File: config.mk
export PLATFORM = sky130hd
export DESIGN_NAME = cartridge_bank_mapper
export DESIGN_NICKNAME = d
export VERILOG_FILES = /design/src/hdl/cbm_pkg.sv /design/src/hdl/cbm_ctrl.sv /design/src/hdl/cbm_datapath.sv /design/src/hdl/cartridge_bank_mapper.sv
export SDC_FILE = /design/constraint.sdc
export NUM_CORES = 1
export LEC_CHECK = 0
export ABC_AREA = 1
export BUFFER_PORTS_ARGS = -buffer_cell sky130_fd_sc_hd__buf_2
export CORE_ASPECT_RATIO = 0.8
export CORE_MARGIN = 4
export CORE_UTILIZATION = 45
export DETAILED_ROUTE_END_ITERATION = 10
export PLACE_DENSITY_LB_ADDON = 0.12
export SKIP_CTS_REPAIR_TIMING = 1
export SLEW_MARGIN = 40
export SYNTH_ARGS = -nofsm -noshare
export SYNTH_HDL_FRONTEND = slang
export SYNTH_HIERARCHICAL = 1
export SYNTH_SLANG_ARGS = --single-unit
File: constraint.sdc
create_clock -name clk -period 9.3 [get_ports clk]
set_clock_uncertainty 0.15 [all_clocks]
set_input_delay 2.79 -clock clk [delete_from_list [all_inputs] [get_ports clk]]
set_output_delay 2.79 -clock clk [all_outputs]
set_load 0.02 [all_outputs]
File: src/hdl/cbm_pkg.sv
// Package for the cartridge bank mapper: access codes, register indexes,
// widths, controller states and the command/status structs.
// No dependencies.
`timescale 1ns / 1ps
`default_nettype none

package cbm_pkg;

  localparam int CHR_WINDOWS = 8;
  localparam int CHR_WIN_W   = $clog2(CHR_WINDOWS);

  localparam int ADDR_W      = 16;
  localparam int DATA_W      = 8;
  localparam int MAP_W       = 18;
  localparam int IN_TDATA_W  = 24;
  localparam int OUT_TDATA_W = 24;
  localparam int CFG_IDX_W   = 2;
  localparam int CFG_DATA_W  = 6;

  localparam int PRG_REG_W   = 5;
  localparam int CHR_REG_W   = 6;
  localparam int REM_W       = 5;
  localparam int DIV_W       = 6;
  localparam int STEP_W      = 3;

  localparam logic [PRG_REG_W-1:0] PRG_BANKS_RST = 5'd8;
  localparam logic [CHR_REG_W-1:0] CHR_BANKS_RST = 6'd16;

  localparam logic [CFG_IDX_W-1:0] CFG_PRG_BANKS = 2'd0;
  localparam logic [CFG_IDX_W-1:0] CFG_CHR_BANKS = 2'd1;

  // CPU write register pages, address bits 15..12
  localparam logic [3:0] PG_PRG0      = 4'h8;
  localparam logic [3:0] PG_MIRR      = 4'h9;
  localparam logic [3:0] PG_PRG1      = 4'hA;
  localparam logic [3:0] PG_CHR_FIRST = 4'hB;
  localparam logic [3:0] PG_CHR_LAST  = 4'hE;

  typedef enum logic [1:0] {
    FUNC_CPU_RD = 2'd0,
    FUNC_CPU_WR = 2'd1,
    FUNC_PPU_RD = 2'd2,
    FUNC_PPU_WR = 2'd3
  } func_t;

  typedef enum logic [2:0] {
    ST_IDLE,
    ST_START,
    ST_DIV,
    ST_COMMIT,
    ST_PUSH
  } state_t;

  typedef struct packed {
    logic load;
    logic start;
    logic step;
    logic commit;
    logic push;
  } ctrl_cmd_t;

  typedef struct packed {
    logic needs_div;
    logic div_last;
  } ctrl_sts_t;

endpackage

`default_nettype wire

File: src/hdl/cbm_ctrl.sv
// Controller of the cartridge bank mapper: sequences one item through
// start, bank reduction and commit (bank writes only), then output load. Uses cbm_pkg.
`timescale 1ns / 1ps
`default_nettype none

module cbm_ctrl (
  input  wire                clk,
  input  wire                rst_n,
  input  wire                in_tvalid,
  output logic               in_tready,
  output logic               out_tvalid,
  input  wire                out_tready,
  input  cbm_pkg::ctrl_sts_t sts,
  output cbm_pkg::ctrl_cmd_t cmd
);

  cbm_pkg::state_t state_r, state_nxt;
  logic            out_tvalid_r, out_tvalid_nxt;
  logic            out_free;

  assign out_free   = !out_tvalid_r || out_tready;
  assign in_tready  = (state_r == cbm_pkg::ST_IDLE);
  assign out_tvalid = out_tvalid_r;

  always_ff @(posedge clk) begin
    if (!rst_n) begin
      state_r      <= cbm_pkg::ST_IDLE;
      out_tvalid_r <= 1'b0;
    end else begin
      state_r      <= state_nxt;
      out_tvalid_r <= out_tvalid_nxt;
    end
  end

  always_comb begin
    state_nxt      = state_r;
    cmd            = '0;
    out_tvalid_nxt = out_tvalid_r && !out_tready;
    case (state_r)
      cbm_pkg::ST_IDLE: begin
        if (in_tvalid) begin
          cmd.load  = 1'b1;
          state_nxt = cbm_pkg::ST_START;
        end
      end
      cbm_pkg::ST_START: begin
        cmd.start = 1'b1;
        state_nxt = sts.needs_div ? cbm_pkg::ST_DIV : cbm_pkg::ST_PUSH;
      end
      cbm_pkg::ST_DIV: begin
        cmd.step = 1'b1;
        if (sts.div_last) state_nxt = cbm_pkg::ST_COMMIT;
      end
      cbm_pkg::ST_COMMIT: begin
        cmd.commit = 1'b1;
        state_nxt  = cbm_pkg::ST_PUSH;
      end
      cbm_pkg::ST_PUSH: begin
        if (out_free) begin
          cmd.push       = 1'b1;
          out_tvalid_nxt = 1'b1;
          state_nxt      = cbm_pkg::ST_IDLE;
        end
      end
      default: state_nxt = cbm_pkg::ST_IDLE;
    endcase
  end

endmodule

`default_nettype wire

File: src/hdl/cbm_datapath.sv
// Datapath of the cartridge bank mapper: config and bank registers,
// restoring remainder unit, address mapping and output register. Uses cbm_pkg.
`timescale 1ns / 1ps
`default_nettype none

module cbm_datapath (
  input  wire                                   clk,
  input  wire                                   rst_n,
  input  cbm_pkg::ctrl_cmd_t                    cmd,
  output cbm_pkg::ctrl_sts_t                    sts,
  input  wire  [cbm_pkg::IN_TDATA_W-1:0]        in_tdata,
  input  wire  [1:0]                            in_tuser,
  input  wire                                   cfg_valid,
  input  wire  [cbm_pkg::CFG_IDX_W-1:0]         cfg_index,
  input  wire  [cbm_pkg::CFG_DATA_W-1:0]        cfg_data,
  output logic [cbm_pkg::OUT_TDATA_W-1:0]       out_tdata,
  output logic                                  out_tuser
);

  localparam int CW = cbm_pkg::CHR_WINDOWS;
  localparam int WW = cbm_pkg::CHR_WIN_W;

  // latched item
  cbm_pkg::func_t                  func_r;
  logic [cbm_pkg::ADDR_W-1:0]      addr_r;
  logic [cbm_pkg::DATA_W-1:0]      data_r;

  // configuration
  logic [cbm_pkg::PRG_REG_W-1:0]   prg_banks_r;
  logic [cbm_pkg::CHR_REG_W-1:0]   chr_banks_r;

  // mapper state
  logic [4:0]                      prg0_r, prg1_r;
  logic [1:0]                      mirr_r;
  logic [3:0]                      chr_lo_r   [CW];
  logic [3:0]                      chr_hi_r   [CW];
  logic [7:0]                      chr_bank_r [CW];

  // remainder unit
  logic [cbm_pkg::REM_W-1:0]       rem_r, rem_nxt;
  logic [cbm_pkg::DIV_W-1:0]       div_r;
  logic [cbm_pkg::STEP_W-1:0]      step_r;
  logic [10:0]                     div_shl;

  // output register
  logic                            hit_r;
  logic [cbm_pkg::MAP_W-1:0]       map_r;
  logic [1:0]                      mode_r;

  logic [3:0]                      page;
  logic [3:0]                      pg_off;
  logic [WW-1:0]                   wr_win;
  logic                            is_cpu_wr, pg_chr, pg_prg;
  logic [4:0]                      prg_n;
  logic [5:0]                      prg_count;
  logic [5:0]                      chr_k;
  logic [7:0]                      full;
  logic                            hit_c;
  logic [cbm_pkg::MAP_W-1:0]       map_c;
  logic [4:0]                      cpu_bank;
  logic [WW-1:0]                   rd_win;

  assign page      = addr_r[15:12];
  assign pg_off    = page - cbm_pkg::PG_CHR_FIRST;
  assign wr_win    = {pg_off[WW-2:0], addr_r[1]};
  assign is_cpu_wr = (func_r == cbm_pkg::FUNC_CPU_WR);
  assign pg_chr    = (page >= cbm_pkg::PG_CHR_FIRST) && (page <= cbm_pkg::PG_CHR_LAST);
  assign pg_prg    = (page == cbm_pkg::PG_PRG0) || (page == cbm_pkg::PG_PRG1);

  assign sts.needs_div = is_cpu_wr && (pg_prg || pg_chr);
  assign sts.div_last  = (step_r == '0);

  always_comb begin
    if (prg_banks_r == '0)        prg_n = 5'd1;
    else if (prg_banks_r > 5'd16) prg_n = 5'd16;
    else                          prg_n = prg_banks_r;
    prg_count = {prg_n, 1'b0};
    if (chr_banks_r == '0)        chr_k = 6'd1;
    else if (chr_banks_r > 6'd32) chr_k = 6'd32;
    else                          chr_k = chr_banks_r;
  end

  // bank number with this item's nibble in place
  always_comb begin
    if (addr_r[0]) full = {data_r[3:0], chr_lo_r[wr_win]};
    else           full = {chr_hi_r[wr_win], data_r[3:0]};
  end

  assign div_shl = {5'd0, div_r} << step_r;

  always_comb begin
    rem_nxt = rem_r;
    if ({6'd0, rem_r} >= div_shl) rem_nxt = rem_r - div_shl[4:0];
  end

  // result of the latched item against the current state
  assign rd_win = addr_r[12:10];

  always_comb begin
    case (addr_r[14:13])
      2'd0:    cpu_bank = prg0_r;
      2'd1:    cpu_bank = prg1_r;
      2'd2:    cpu_bank = 5'(prg_count - 6'd2);
      default: cpu_bank = 5'(prg_count - 6'd1);
    endcase
    hit_c = 1'b0;
    map_c = '0;
    case (func_r)
      cbm_pkg::FUNC_CPU_RD: begin
        if (addr_r[15]) begin
          hit_c = 1'b1;
          map_c = {cpu_bank, addr_r[12:0]};
        end
      end
      cbm_pkg::FUNC_PPU_RD: begin
        if (addr_r[15:13] == 3'd0) begin
          hit_c = 1'b1;
          map_c = {chr_bank_r[rd_win], addr_r[9:0]};
        end
      end
      cbm_pkg::FUNC_PPU_WR: begin
        if (addr_r[15:13] == 3'd0 && chr_banks_r == '0) begin
          hit_c = 1'b1;
          map_c = {chr_bank_r[rd_win], addr_r[9:0]};
        end
      end
      default: begin
        hit_c = 1'b0;
        map_c = '0;
      end
    endcase
  end

  always_ff @(posedge clk) begin
    if (cmd.load) begin
      func_r <= cbm_pkg::func_t'(in_tuser);
      addr_r <= in_tdata[15:0];
      data_r <= in_tdata[23:16];
    end
    if (cmd.start) begin
      rem_r  <= pg_chr ? full[7:3] : data_r[4:0];
      div_r  <= pg_chr ? chr_k : prg_count;
      step_r <= 3'd4;
    end else if (cmd.step) begin
      rem_r  <= rem_nxt;
      step_r <= step_r - 3'd1;
    end
    if (cmd.push) begin
      hit_r  <= hit_c;
      map_r  <= map_c;
      mode_r <= mirr_r;
    end
  end

  always_ff @(posedge clk) begin
    if (!rst_n) begin
      prg_banks_r <= cbm_pkg::PRG_BANKS_RST;
      chr_banks_r <= cbm_pkg::CHR_BANKS_RST;
      prg0_r      <= 5'd0;
      prg1_r      <= 5'd1;
      mirr_r      <= 2'd0;
      for (int i = 0; i < CW; i++) begin
        chr_lo_r[i]   <= '0;
        chr_hi_r[i]   <= '0;
        chr_bank_r[i] <= '0;
      end
    end else begin
      if (cfg_valid && cfg_index == cbm_pkg::CFG_PRG_BANKS)
        prg_banks_r <= cfg_data[4:0];
      if (cfg_valid && cfg_index == cbm_pkg::CFG_CHR_BANKS)
        chr_banks_r <= cfg_data;
      if (cmd.start && is_cpu_wr) begin
        if (page == cbm_pkg::PG_MIRR) mirr_r <= data_r[1:0];
        if (pg_chr) begin
          if (addr_r[0]) chr_hi_r[wr_win] <= data_r[3:0];
          else           chr_lo_r[wr_win] <= data_r[3:0];
        end
      end
      if (cmd.commit) begin
        if (page == cbm_pkg::PG_PRG0) prg0_r <= rem_r;
        if (page == cbm_pkg::PG_PRG1) prg1_r <= rem_r;
        if (pg_chr) chr_bank_r[wr_win] <= {rem_r, chr_lo_r[wr_win][2:0]};
      end
    end
  end

  assign out_tdata = {4'd0, mode_r, map_r};
  assign out_tuser = hit_r;

endmodule

`default_nettype wire

File: src/hdl/cartridge_bank_mapper.sv
// Top level of the cartridge bank mapper: controller plus datapath.
// Depends on cbm_pkg, cbm_ctrl and cbm_datapath.
//
//   channel  direction  handshake            payload
//   in_      input      in_tvalid/in_tready  tdata {write_data, address}, tuser func
//   out_     output     out_tvalid/out_tready tdata {pad, mirror_mode, mapped_address},
//                                            tuser hit
//   cfg_     input      cfg_valid/cfg_ready  cfg_index, cfg_data
//
// Reads and non-bank writes skip the remainder unit; PRG or CHR bank writes
// pass through the 5-step shared remainder unit.
// One item is worked at a time; a new item is taken while a result waits.
// A stalled output holds the next result in the datapath until taken.
// Synchronous reset restores the bank, mirroring and config registers.
`timescale 1ns / 1ps
`default_nettype none

module cartridge_bank_mapper (
  input  wire                                clk,
  input  wire                                rst_n,
  input  wire                                in_tvalid,
  output logic                               in_tready,
  input  wire  [cbm_pkg::IN_TDATA_W-1:0]     in_tdata,   // [15:0] address, [23:16] write_data
  input  wire  [1:0]                         in_tuser,   // [1:0] func
  output logic                               out_tvalid,
  input  wire                                out_tready,
  output logic [cbm_pkg::OUT_TDATA_W-1:0]    out_tdata,  // [17:0] mapped_address, [19:18] mirror_mode
  output logic                               out_tuser,  // [0] hit
  input  wire                                cfg_valid,
  output logic                               cfg_ready,
  input  wire  [cbm_pkg::CFG_IDX_W-1:0]      cfg_index,
  input  wire  [cbm_pkg::CFG_DATA_W-1:0]     cfg_data
);

  cbm_pkg::ctrl_cmd_t cmd;
  cbm_pkg::ctrl_sts_t sts;

  assign cfg_ready = 1'b1;

  cbm_ctrl u_ctrl (
    .clk        (clk),
    .rst_n      (rst_n),
    .in_tvalid  (in_tvalid),
    .in_tready  (in_tready),
    .out_tvalid (out_tvalid),
    .out_tready (out_tready),
    .sts        (sts),
    .cmd        (cmd)
  );

  cbm_datapath u_datapath (
    .clk       (clk),
    .rst_n     (rst_n),
    .cmd       (cmd),
    .sts       (sts),
    .in_tdata  (in_tdata),
    .in_tuser  (in_tuser),
    .cfg_valid (cfg_valid),
    .cfg_index (cfg_index),
    .cfg_data  (cfg_data),
    .out_tdata (out_tdata),
    .out_tuser (out_tuser)
  );

endmodule

`default_nettype wire

# Word-level counts from Yosys, hierarchy flattened
# Memory sizes are Yosys's and may differ from the RTL's. A register that Yosys moved wholly into a read port is not among the register bits.
# Index checks and enable logic that the tools add are counted.
[op_classes]
add_sub_neg = 5
order_cmp = 5
eq_ne = 16
shift = 1
n_mux = 58
reduce_logical = 30
[op_table]
columns = ["operator", "n"]
rows = [
  ["two-way mux 18 bit", 3],
  ["case mux 18 bit (3 select lines)", 1],
  ["two-way mux 1 bit", 30],
  ["two-way mux 5 bit", 6],
  ["two-way mux 3 bit", 8],
  ["two-way mux 6 bit", 3],
  ["two-way mux 8 bit", 2],
  ["case mux 3 bit (5 select lines)", 1],
  ["case mux 5 bit (3 select lines)", 1],
  ["equality test 4 bit, second input constant", 3],
  ["greater-or-equal comparator 5 x 11 -> 1 bit", 1],
  ["left shift 6 x 3 -> 11 bit", 1],
  ["zero test 3 bit", 3],
  ["two-way mux 4 bit", 2],
  ["AND reduction 2 bit", 4],
  ["OR reduction 4 bit", 2],
  ["OR reduction 8 bit", 1],
  ["logical AND 1 bit", 7],
  ["equality test 2 x 1 -> 1 bit, second input constant", 3],
  ["equality test 2 bit, second input constant", 3],
  ["equality test 3 x 2 -> 1 bit, second input constant", 2],
  ["> comparator 6 bit, second input constant", 1],
  ["zero test 2 bit", 3],
  ["zero test 6 bit", 1],
  ["other kinds (18)", 23],
]
[totals]
ff_bits = 85
mem_bits_rw = 128
in_bits = 39
output_inout_bits = 28
n_memories = 3
[memory_table]
columns = ["name", "words", "width", "read_ports", "rd_clocked_by_memory_dff", "wr", "line", "text"]
rows = [
  ["u_datapath.chr_bank_r", 8, 8, 1, 1, 8, "cbm_datapath.sv:37", "logic [7:0] chr_bank_r [CW];"],
  ["u_datapath.chr_hi_r", 8, 4, 1, 0, 8, "cbm_datapath.sv:36", "logic [3:0] chr_hi_r [CW];"],
  ["u_datapath.chr_lo_r", 8, 4, 1, 0, 8, "cbm_datapath.sv:35", "logic [3:0] chr_lo_r [CW];"],
]

# Depth between registers and ports, before layout
[depth]
depth_word = 8
mapped_depth = 16
mapped_depth_nobuf = 15

# Modules after synthesis
# Netlist, hierarchy kept.
[modules_own_cells]
columns = ["module", "instances", "cells_per_inst", "area_per_inst_um2"]
rows = [
  ["cbm_datapath", 1, 995, 9603.0],
  ["cbm_ctrl", 1, 37, 225.2],
  ["cartridge_bank_mapper", 1, 2, 11.3],
]

# Worst setup path before layout
# Ideal clock, no wire load.
[synth_timing]
kind = "input to register"
start = "input in_tvalid"
end = "register with a tool-made name"
setup_ns = 0.121
arrival_time_ns = 5.118
required_time_ns = 9.029
slack_ns = 3.912
cell_stages = 3
path_buffers = 0
cell_sequence = "inv_1 > nor3_1 > mux2_2"
[synth_lines]
columns = ["item", "line", "text"]
rows = [
  ["start: declaration", "cartridge_bank_mapper.sv:21", "input wire in_tvalid,"],
]

==> flow_metrics.tcl <==
set metrics [dict create \
    crit_path_end_kind "register" \
    layout-drive-gt1-share 0.117 \
    clk_path_buf_depth 3 \
    dp_hpwl_um 15600 \
    syn2layout_area_growth_pct 13.7 \
    diodes 0 \
    placedInstanceArea_mm2 0.0104 \
    cts_made_buffers 23 \
    synth-main-ff-cell "edfxtp_1" \
    synthArstFlopShare 0 \
    power_mw 2.40 \
    cts_max_level 1 \
    cts_root_buf "clkbuf_16" \
    p_seq_frac 0.472 \
    core_mm2 0.0216 \
    first_pass_iters 5 \
    arrival_ns 4.46 \
    drc 0 \
    wl_um 23300 \
    setup_viol 0 \
    synth_edf_count 183 \
    syn_avg_cell_area_um2 9.52 \
    cp_max_fo 51 \
    dieWidth_um 173 \
    synth_cell_types 36 \
    n_fill_cell 2003 \
    drtIter0Drc 620 \
    vias 7248 \
    grt_pass1_vias 6759 \
    hold_slack_ns 0.305 \
    grt.total_usage 0.190 \
    synthCells 1034 \
    swShare 0.259 \
    slew_headroom 0.483 \
    fin_crit_ns 4.42 \
    die_h_um 140 \
    grt_pass1_wl_um 37200 \
    peakVddDrop_mv 0.116 \
    cp_common_cell "nand2_1" \
    path_clk_slew_ns 0.06 \
    p_per_area_mw_per_mm2 214 \
    place_ws_ns 4.33 \
    critPathCapture "u_datapath/chr_hi_r[7][1]" \
    outcome "complete, no violations" \
    crit_path_max_incr_delay_ns 0.46 \
    setup_ws_ns 4.88 \
    placedCellCount 1336 \
    insertion_delay_ns 0.51 \
    max-cap-violations 0 \
    totalNegativeSetupSlack_ns 0 \
    pwr-share-comb 0.128 \
    min_path_type "register to register" \
    cp_slowest_cell "buf_4" \
    pwr-share-clk 0.400 \
    via_per_inst 5.26 \
    grt_start_max_net_pins 52 \
    fin_nets 1139 \
    p_int_mw 1.78 \
    yosysSeqAreaShare 0.626 \
    clock.fmax_mhz 226 \
    ys_seq_elements 216 \
    fin_crit_sh 0.475 \
    design_area_mm2 0.0112 \
    crit_chain "buf_2 -> buf_4 -> inv_1 -> nor3_4 -> nand2_1 -> nand2_1" \
    worst_pin_slew_ns 0.767 \
    critPathLaunchType "input pin" \
    die-area_mm2 0.0243 \
    reg2reg_depth 9 \
    cts_tree "yes" \
    synth.cell_area_mm2 0.00984 \
    path_class "input pin to register" \
    hold_viol_final 0 \
    power.switching_mw 0.620 \
    grt_overflow_total 0 \
    ant_nets 0 \
    antenna_found_initial 0 \
    utilization 0.519 \
    rr_endpoint "u_datapath/chr_bank_r[7][6]" \
    port_buffers 58 \
    startpoint "rst_n" \
    drv_slew 0 \
    yosysWarnings 6 \
    cp_data_required_time_ns 9.34 \
    leakagePower_nw 4.56 \
    io_pins 67 \
    routedWlPerCell_um 16.9 \
    start_util 0.456 \
    r2r_slack_ns 5.94 \
    cts_sinks 216 \
    rsz0062_at_grt "false" \
    timing.rr.start "u_datapath/addr_r[12]" \
    post_layout_nonfiller_instances 1378 \
    gp_congestion 0.821 \
    num_rows 48 \
]
[synthesized netlist by cell type (9+ instances only)]
master    number  area [um^2]
a21boi_0       9         67.6
a21oi_1       41          205
clkbuf_1      30          113
dfxtp_1       33          661
edfxtp_1     183         5500
ha_1          13          163
inv_1         73          274
nand2_1      184          691
nand2_2        9         56.3
nand3_1       41          205
nor2_1       252          946
o21ai_0       95          475
o22ai_1       20          125
[final cells by class]
class	instances	area, um^2	share of cell area
sequential	216	6160	0.550
multi-input combinational	700	3240	0.290
clock buffer	27	621	0.0555
tap	275	344	0.0308
timing repair buffer	64	339	0.0303
inverter	81	304	0.0272
clock inverter	15	181	0.0162
[worst min path at each step]
stage,start,slack [ns],endpoint,cells past startpoint
6_report,u_datapath/prg0_r[3],0.31,u_datapath/prg0_r[3],2
5_1_grt,u_datapath/prg0_r[2],0.33,u_datapath/prg0_r[2],2
4_1_cts,u_datapath/prg0_r[3],0.30,u_datapath/prg0_r[3],2
3_5_place_dp,u_datapath/prg0_r[3],0.29,u_datapath/prg0_r[3],2
3_3_place_gp,u_datapath/prg0_r[3],0.29,u_datapath/prg0_r[3],2
2_1_floorplan,u_datapath/mirr_r[0],0.25,u_datapath/mode_r[0],0
[worst max-delay path, delay by kind of cell]
| family | cells | cell delay [ns] |
|---|---|---|
| buf+inv | 3 | 0.76 |
| simple gates | 3 | 0.89 |
[cells in the final DEF, fill, tap and decap left out, types with 3 or more instances in the layout]
cell type  Yosys  routed
nor2_1       252     251
nand2_1      184     184
edfxtp_1     183     183
o21ai_0       95      95
inv_1         73      71
buf_2          2      58
a21oi_1       41      41
nand3_1       41      41
dfxtp_1       33      33
clkbuf_16      0      23
o22ai_1       20      20
ha_1          13      13
nand2_2        9       9
a21boi_0       9       9
clkinv_1       5       7
clkinv_2       0       6
conb_1         2       5
buf_4          5       5
inv_2          3       5
o211ai_1       5       5
bufinv_16      0       4
clkbuf_8       0       3
nand4_1        3       3
[routing by layer]
layer	part of all wire	global-route usage	wire length, um
met5	0	0	0
met4	0.019	0.0424	445
met1	0.48	0.296	11100
met2	0.43	0.276	9930
met3	0.079	0.0353	1830
[cells by family after synthesis]
logic type	after synthesis	synth area share
AND/OR/NAND/NOR	498	0.203
flip-flops	216	0.626
AO/OA/AOI/OAI	178	0.0986
buffers and inverters	121	0.0483
adder cells (fa/ha/maj)	14	0.0186
XOR/XNOR	3	0.00267
other	2	0.000763
multiplexers	2	0.00229
[state kept, by name, indices dropped and copies added (netlist names), 6 cells and up, named ones only]
register	cells
u_datapath/addr_r	16
u_datapath/chr_bank_r	64
u_datapath/chr_banks_r	6
u_datapath/chr_hi_r	32
u_datapath/chr_lo_r	32
u_datapath/div_r	6
u_datapath/map_r	18
[power by group through the flow]
stage	registers, mW	logic (mW)	clock network (mW)
5_1_grt	1.14	0.344	1.03
3_5_place_dp	1.15	0.306	0
4_1_cts	1.13	0.307	0.982
3_3_place_gp	1.15	0.302	0
6_report	1.13	0.306	0.960
2_1_floorplan	1.14	0.207	0
Note: power is estimated with default switching activity, not from simulation.
